[config.mk]
export PLATFORM = sky130hd
export DESIGN_NAME = wpgc_ctrl
export DESIGN_NICKNAME = d
export VERILOG_FILES = /design/src/rtl/wpgc_pkg.sv /design/src/rtl/wpgc_ctrl.sv
export SDC_FILE = /design/constraint.sdc
export NUM_CORES = 1
export LEC_CHECK = 0
export BUFFER_PORTS_ARGS = -buffer_cell sky130_fd_sc_hd__buf_2
export CORE_AREA = 2 2 48 50
export DETAILED_ROUTE_END_ITERATION = 8
export DIE_AREA = 0 0 50 52
export GPL_TIMING_DRIVEN = 0
export PLACE_DENSITY = 0.85
export SLEW_MARGIN = 25
export SYNTH_ARGS = -nofsm -noshare
export SYNTH_HDL_FRONTEND = slang
export SYNTH_SLANG_ARGS = --single-unit
[constraint.sdc]
create_clock -name clk -period 2.5 [get_ports clk]
set_input_delay 0.375 -clock clk [delete_from_list [all_inputs] [get_ports clk]]
set_output_delay 0.375 -clock clk [all_outputs]
set_load 0.05 [all_outputs]
[src/rtl/wpgc_pkg.sv]
`default_nettype none
package wpgc_pkg;

	localparam int unsigned ACT_W = 2;
	localparam int unsigned IDX_W = 11;
	localparam int unsigned VAL_W = 12;
	localparam int unsigned CNT_W = 9;
	localparam int unsigned BYTE_W = 8;

	typedef enum logic [ACT_W-1:0] {
		ACT_LOAD_RS = 2'd0,
		ACT_LOAD_NL = 2'd1,
		ACT_START   = 2'd2,
		ACT_READ    = 2'd3
	} action_t;

	typedef enum logic [0:0] {
		KIND_REPORT = 1'b0,
		KIND_READ   = 1'b1
	} kind_t;

	typedef enum logic [4:0] {
		S_IDLE,
		S_RD_RESP,
		S_SWEEP,
		S_CHK_RD,
		S_CHK_CK,
		S_NL_RD,
		S_NL_CK,
		S_SCAN_RD,
		S_SCAN_CK,
		S_PICK,
		S_COL_VO,
		S_COL_U,
		S_COL_LO,
		S_COL_HI,
		S_NB_RD,
		S_NB_CL,
		S_NB_MK,
		S_SR_RD,
		S_SR_CK,
		S_ASSIGN,
		S_BAD,
		S_REPORT
	} state_t;

	typedef struct packed {
		logic in_ready;
		logic sweep;
		logic rs_rd;
		logic rs_ck;
		logic nl_rd;
		logic nl_ck;
		logic sort_init;
		logic scan_rd;
		logic scan_ck;
		logic pick;
		logic col_init;
		logic vo_rd;
		logic u_rd;
		logic lo_rd;
		logic hi_cap;
		logic nb_cl;
		logic nb_mk;
		logic sr_init;
		logic sr_rd;
		logic sr_ck;
		logic assign_c;
		logic bad;
		logic report;
		logic rd_resp;
	} cmd_t;

	typedef struct packed {
		logic    in_fire;
		action_t act;
		logic    out_free;
		logic    sweep_last;
		logic    n_over;
		logic    n_zero;
		logic    rs_bad;
		logic    rs_at_n;
		logic    p_end;
		logic    nl_bad;
		logic    scan_last;
		logic    k_last;
		logic    mark_hit;
	} status_t;

endpackage
`default_nettype wire

[src/rtl/wpgc_ctrl.sv]
`default_nettype none
module wpgc_ctrl import wpgc_pkg::*; (
	input  wire logic    clk,
	input  wire logic    arst_n,
	input  wire status_t st,
	output cmd_t         cmd
);
	state_t state_q, state_d;

	always_ff @(posedge clk or negedge arst_n) begin
		if (!arst_n) begin
			state_q <= S_IDLE;
		end else begin
			state_q <= state_d;
		end
	end

	always_comb begin
		state_d = state_q;
		unique case (state_q)
			S_IDLE: begin
				if (st.in_fire && st.act == ACT_START) begin
					state_d = S_SWEEP;
				end else if (st.in_fire && st.act == ACT_READ) begin
					state_d = S_RD_RESP;
				end
			end
			S_RD_RESP: if (st.out_free) state_d = S_IDLE;
			S_SWEEP: begin
				if (st.sweep_last) state_d = st.n_over ? S_BAD : S_CHK_RD;
			end
			S_CHK_RD: state_d = S_CHK_CK;
			S_CHK_CK: begin
				priority if (st.rs_bad) state_d = S_BAD;
				else if (st.rs_at_n) state_d = S_NL_RD;
				else state_d = S_CHK_RD;
			end
			S_NL_RD: begin
				if (!st.p_end) state_d = S_NL_CK;
				else state_d = st.n_zero ? S_REPORT : S_SCAN_RD;
			end
			S_NL_CK: state_d = st.nl_bad ? S_BAD : S_NL_RD;
			S_SCAN_RD: state_d = S_SCAN_CK;
			S_SCAN_CK: state_d = st.scan_last ? S_PICK : S_SCAN_RD;
			S_PICK: state_d = st.k_last ? S_COL_VO : S_SCAN_RD;
			S_COL_VO: state_d = S_COL_U;
			S_COL_U: state_d = S_COL_LO;
			S_COL_LO: state_d = S_COL_HI;
			S_COL_HI: state_d = S_NB_RD;
			S_NB_RD: state_d = st.p_end ? S_SR_RD : S_NB_CL;
			S_NB_CL: state_d = S_NB_MK;
			S_NB_MK: state_d = S_NB_RD;
			S_SR_RD: state_d = S_SR_CK;
			S_SR_CK: state_d = st.mark_hit ? S_SR_RD : S_ASSIGN;
			S_ASSIGN: state_d = st.k_last ? S_REPORT : S_COL_VO;
			S_BAD: state_d = S_REPORT;
			S_REPORT: if (st.out_free) state_d = S_IDLE;
			default: state_d = S_IDLE;
		endcase
	end

	always_comb begin
		cmd = '0;
		unique case (state_q)
			S_IDLE: cmd.in_ready = 1'b1;
			S_RD_RESP: cmd.rd_resp = 1'b1;
			S_SWEEP: cmd.sweep = 1'b1;
			S_CHK_RD: cmd.rs_rd = 1'b1;
			S_CHK_CK: cmd.rs_ck = 1'b1;
			S_NL_RD: begin
				cmd.nl_rd = 1'b1;
				cmd.sort_init = st.p_end && !st.n_zero;
			end
			S_NL_CK: cmd.nl_ck = 1'b1;
			S_SCAN_RD: cmd.scan_rd = 1'b1;
			S_SCAN_CK: cmd.scan_ck = 1'b1;
			S_PICK: begin
				cmd.pick = 1'b1;
				cmd.col_init = st.k_last;
			end
			S_COL_VO: cmd.vo_rd = 1'b1;
			S_COL_U: cmd.u_rd = 1'b1;
			S_COL_LO: cmd.lo_rd = 1'b1;
			S_COL_HI: cmd.hi_cap = 1'b1;
			S_NB_RD: begin
				cmd.nl_rd = 1'b1;
				cmd.sr_init = st.p_end;
			end
			S_NB_CL: cmd.nb_cl = 1'b1;
			S_NB_MK: cmd.nb_mk = 1'b1;
			S_SR_RD: cmd.sr_rd = 1'b1;
			S_SR_CK: cmd.sr_ck = 1'b1;
			S_ASSIGN: cmd.assign_c = 1'b1;
			S_BAD: cmd.bad = 1'b1;
			S_REPORT: cmd.report = 1'b1;
			default: cmd = '0;
		endcase
	end

	// a result is only produced from the two states that own the output register
	assert property (@(posedge clk) disable iff (!arst_n)
		(state_q == S_REPORT && !st.out_free) |=> state_q == S_REPORT)
		else $error("report left before output register was free");
	assert property (@(posedge clk) disable iff (!arst_n)
		(state_q == S_SR_CK && !st.mark_hit) |=> state_q == S_ASSIGN)
		else $error("free color search did not end in assign");
	assert property (@(posedge clk) disable iff (!arst_n)
		(state_q == S_SWEEP && st.sweep_last && st.n_over) |=> state_q == S_BAD)
		else $error("oversized vertex count not flagged");
endmodule
`default_nettype wire

== Yosys cells after proc, flatten, opt, wreduce, memory -nomap -nowiden ==
Index checks and enable logic that the tools add are counted.
Widths: inputs -> output; s select.

* Bits in registers: 5
* Input port bits: 16
* Logic and storage cells: 75

* Eq/ne operators: 26
* Muxes and demuxes: 39
* Reductions and logical operators: 9

{| class="wikitable"
|+ Operator list
! operator !! number
|-
| $pmux 5 s20 || 1
|-
| $mux 5 || 11
|-
| $eq 5x4->1 const B || 8
|-
| $eq 5x5->1 const B || 6
|-
| $mux 1 || 22
|-
| $eq 5x3->1 const B || 4
|-
| $eq 5x2->1 const B || 2
|-
| $mux 4 || 2
|-
| $reduce_or 2->1 || 3
|-
| $eq 5x1->1 const B || 1
|-
| $logic_not 5->1 || 1
|-
| $eq 2x2->1 const B || 2
|-
| $mux 2 || 2
|-
| $logic_and 1x1->1 || 3
|-
| $mux 3 || 1
|-
| $ne 3x3->1 const B || 1
|-
| $reduce_and 3->1 || 1
|-
| $ne 2x1->1 const B || 1
|-
| $ne 2x2->1 const B || 1
|-
| $logic_not 1->1 || 1
|}

== Longest topological paths before layout ==
* Depth after elaboration: 5
* Mapped depth: 7
* Depth with buffers taken out: 4

== Worst setup path after synthesis ==
No wires, ideal clock.

* Path kind: register to output
* Start: register state_q[4]
* End: output cmd[13] in the netlist's numbering
* Data arrival time: 2.499 ns
* Required time: 2.125 ns
* Path slack: -0.374 ns
* Stages on the path, launching flop included: 5
* Cells stage by stage: dfrtp_1 > buf_2 > or2_2 > nor3_1 > and2_1

{| class="wikitable"
|+ RTL lines
! item !! RTL line !! RTL
|-
| from (decl) || wpgc_ctrl.sv:8 || <nowiki>state_t state_q, state_d;</nowiki>
|-
| from (signal assigned) || wpgc_ctrl.sv:14 || <nowiki>state_q <= state_d;</nowiki>
|-
| to (decl) || wpgc_ctrl.sv:6 || <nowiki>output cmd_t cmd</nowiki>
|}

==> flow_summary.json <==
{
  "status": "finished clean",
  "worst-path-buf-inv": 3,
  "worst_pin_slew_ps": 479,
  "gp_congestion": 0.898,
  "drv_slew": 0,
  "synth-seq-cells": 5,
  "syn_area_per_cell_sq_um": 6.55,
  "dieHeight_um": 52,
  "worstHoldStart": "st[2]",
  "grt_start_max_net_pins": 11,
  "synth_top_cells_by_area": "dfrtp_1 14%, nor2_1 11%, buf_2 6.0%, nor3_1 6.0%, a211oi_1 4.9%",
  "synth_xor_area_share_pct": 2.88,
  "critical_path.top_delay_family": "buffers and inverters",
  "clk_path_buf_depth": 2,
  "cts_resized": 0,
  "syn-cell-area_sq_um": 911,
  "top_register": "state_q",
  "clk_latency_ps": 240,
  "post-route-util_pct": 56.1,
  "clock_skew_ps": 0.974,
  "drt-total-wl_um": 2850,
  "hold_path.class": "primary input to flop",
  "rows": 17,
  "r2r_slack_ps": 720,
  "synth-simple-area-share_pct": 38.0,
  "first_iter_violations": 51,
  "first_pass_iters": 4,
  "synth_cells": 139,
  "startpoint": "state_q[2]",
  "overflow": 0,
  "synth_top_cell_area_share_pct": 13.7,
  "cp.required_ps": 2120,
  "ys_warn_count": 0,
  "cap_viol_max_count": 0,
  "synth_mux_area_share_pct": 1.10,
  "slowest_stage": "buf_1",
  "reg_top3": "state_q (5)",
  "relSlewSlack_pct": 68.1,
  "crit_top_cell": "buf_2",
  "cts_sinks": 5,
  "crit_end": "cmd[17]",
  "io_pins": 40,
  "cts.clk_slew.worst_paths_ps": 40,
  "ys_seq_area_share_pct": 13.7,
  "leakage_nw": 0.552,
  "path_max_fanout": 10,
  "yosysUniqueCellTypes": 45,
  "start_kind": "flop",
  "cts_tree": "built",
  "cp_cell_sequence": "buf_2 -> buf_1 -> nor2b_1 -> nand2_1 -> nor3_1 -> buf_2",
  "synth_fp_nets": 155,
  "path_class": "flop to output pin",
  "synth_most_common_cell": "nor2_1",
  "grt_usage_pct": 23.1,
  "antenna_found_initial": 0,
  "crit_arrival_ps": 1940,
  "period_needed_ps": 2320,
  "finalSetupViolations": 0,
  "routed-via-count": 1229,
  "die-area_sq_um": 2600,
  "worst-path-stages": 6,
  "grt_pass1_vias": 1079,
  "max_freq_mhz": 431,
  "cp-end-kind": "output pin",
  "largest_reg_flops": 5,
  "reg2reg_to": "state_q[4]",
  "synth_compound_area_share_pct": 32.4,
  "core_region_area_sq_um": 2110,
  "area_growth_pct": 29.8,
  "hold_viol": 0,
  "setup_tns_ps": 0,
  "reg2reg_from": "state_q[2]",
  "numCtsBuffers": 3,
  "yosys-top-cells-count": "26 x nor2_1, 11 x buf_2, 11 x nor3_1, 7 x a21oi_1",
  "drc_errors": 0,
  "synth_top_cell_by_area": "dfrtp_1",
  "ir_drop_mv": 0.661,
  "start_util_pct": 43.3,
  "drive_gt1_share_pct": 33.9,
  "ys.flop_type": "dfrtp_1",
  "synthAdderAreaFrac_pct": 0,
  "r2r_cells": 5,
  "via_per_inst": 5.82,
  "post-route-period-util_pct": 92.7,
  "rsz0062_at_grt": "false",
  "port_buffers": 39,
  "root_buffer": "clkbuf_4",
  "final_antenna_net_count": 0,
  "cts-htree-levels": 1,
  "synth-edff-count": 0,
  "postSynth.asyncResetShare_pct": 100,
  "p_per_area_nw_per_um2": 1270,
  "die_w_um": 50,
  "grt_pass1_wl_um": 4680,
  "nets": 200,
  "wl_per_cell_um": 13.5,
  "max_stage_delay_ps": 410,
  "synth_top_family_by_area": "simple AND/OR/NAND/NOR gates",
  "hpwlAfterDp_um": 2100,
  "num_antenna_cells": 0
}
## where the power goes
| group | internal (W) | leakage (nW) | total, W | switching (W) |
|---|---|---|---|---|
| sequential | 0.000118 | 0.0637 | 0.000132 | 0.0000136 |
| clock | 0.0000604 | 0.0150 | 0.0000946 | 0.0000342 |
| combinational | 0.000420 | 0.473 | 0.00128 | 0.000858 |
| total | 0.000599 | 0.552 | 0.00150 | 0.000906 |
## per-layer routing
layer | share of wire [%] | vias to the layer above | track usage [%]
met3 | 8.1 | 14 | 6.32
met1 | 41 | 553 | 27.1
li1 | - | 590 | -
met4 | 3.1 | 0 | 11.6
met5 | 0 | - | 0
met2 | 47 | 72 | 38.4
## layout make-up
class,instances,area [sq um]
fill,210,923
multi-input combinational,112,683
timing repair buffer,40,205
sequential,5,125
buffer,16,85.1
tap,28,35.0
clock buffer,4,26.3
inverter,6,22.5
## cells by family (layout without fill, tap and decap cells)
logic type / count (synthesis) / in the layout
flip-flops: 5 / 5
AND/OR/NAND/NOR: 68 / 68
buffers and inverters: 22 / 66
XOR/XNOR: 3 / 3
multiplexers: 1 / 1
AO/OA/AOI/OAI: 40 / 40
## how the worst min path moves through the flow
stage / to / cells past startpoint / slack [ps]
final: state_q[3] / 2 / 400
after global routing: state_q[3] / 2 / 400
after CTS: state_q[3] / 2 / 390
after detailed placement: state_q[3] / 1 / 190
after global placement: state_q[3] / 1 / 190
after floorplan: state_q[0] / 0 / 80
## stage by stage
step | worst slack, ps | power (W) | std cells | hold WS [ps] | area (sq um)
after floorplan | 34.1 | 0.00113 | 139 | 79.4 | 916
after global placement | 487 | 0.00138 | 206 | 190 | 1150
after detailed placement | 471 | 0.00139 | 206 | 192 | 1150
after CTS | 213 | 0.00149 | 211 | 392 | 1180
after global routing | 56.1 | 0.00163 | 211 | 404 | 1180
final | 182 | 0.00150 | 211 | 399 | 1180
## cell usage in the layout (no fill, tap or decap), types with 2 or more instances in the layout
| cell | count |
|---|---|
| o211ai_1 | 2 |
| a21oi_1 | 7 |
| nor2_1 | 26 |
| dfrtp_1 | 5 |
| nand2b_1 | 5 |
| or3b_2 | 2 |
| nand3_1 | 4 |
| a31oi_1 | 3 |
| a311oi_1 | 2 |
| or3b_1 | 3 |
| clkbuf_1 | 3 |
| clkbuf_4 | 3 |
| a211oi_1 | 6 |
| o21ai_0 | 6 |
| xnor2_1 | 2 |
| nor3_1 | 10 |
| nand2_1 | 5 |
| nor2b_1 | 3 |
| nor4_1 | 2 |
| or2_2 | 2 |
| inv_1 | 5 |
| o21a_1 | 2 |
| buf_2 | 50 |
## worst reg2reg max path, cell delays in order, from the launching register on
cell and delay (ps):
dfrtp_1 330, buf_2 220, buf_1 410, nor2_1 110, a311oi_1 380, a31oi_1 170
## what timing repair did
| action | in CTS | in global routing |
|---|---|---|
| setup buffers | 0 | 0 |
| hold buffers | 1 | 0 |
| endpoints found under the hold margin | 5 | 0 |
No activity file was read; power rests on OpenSTA's default activity.
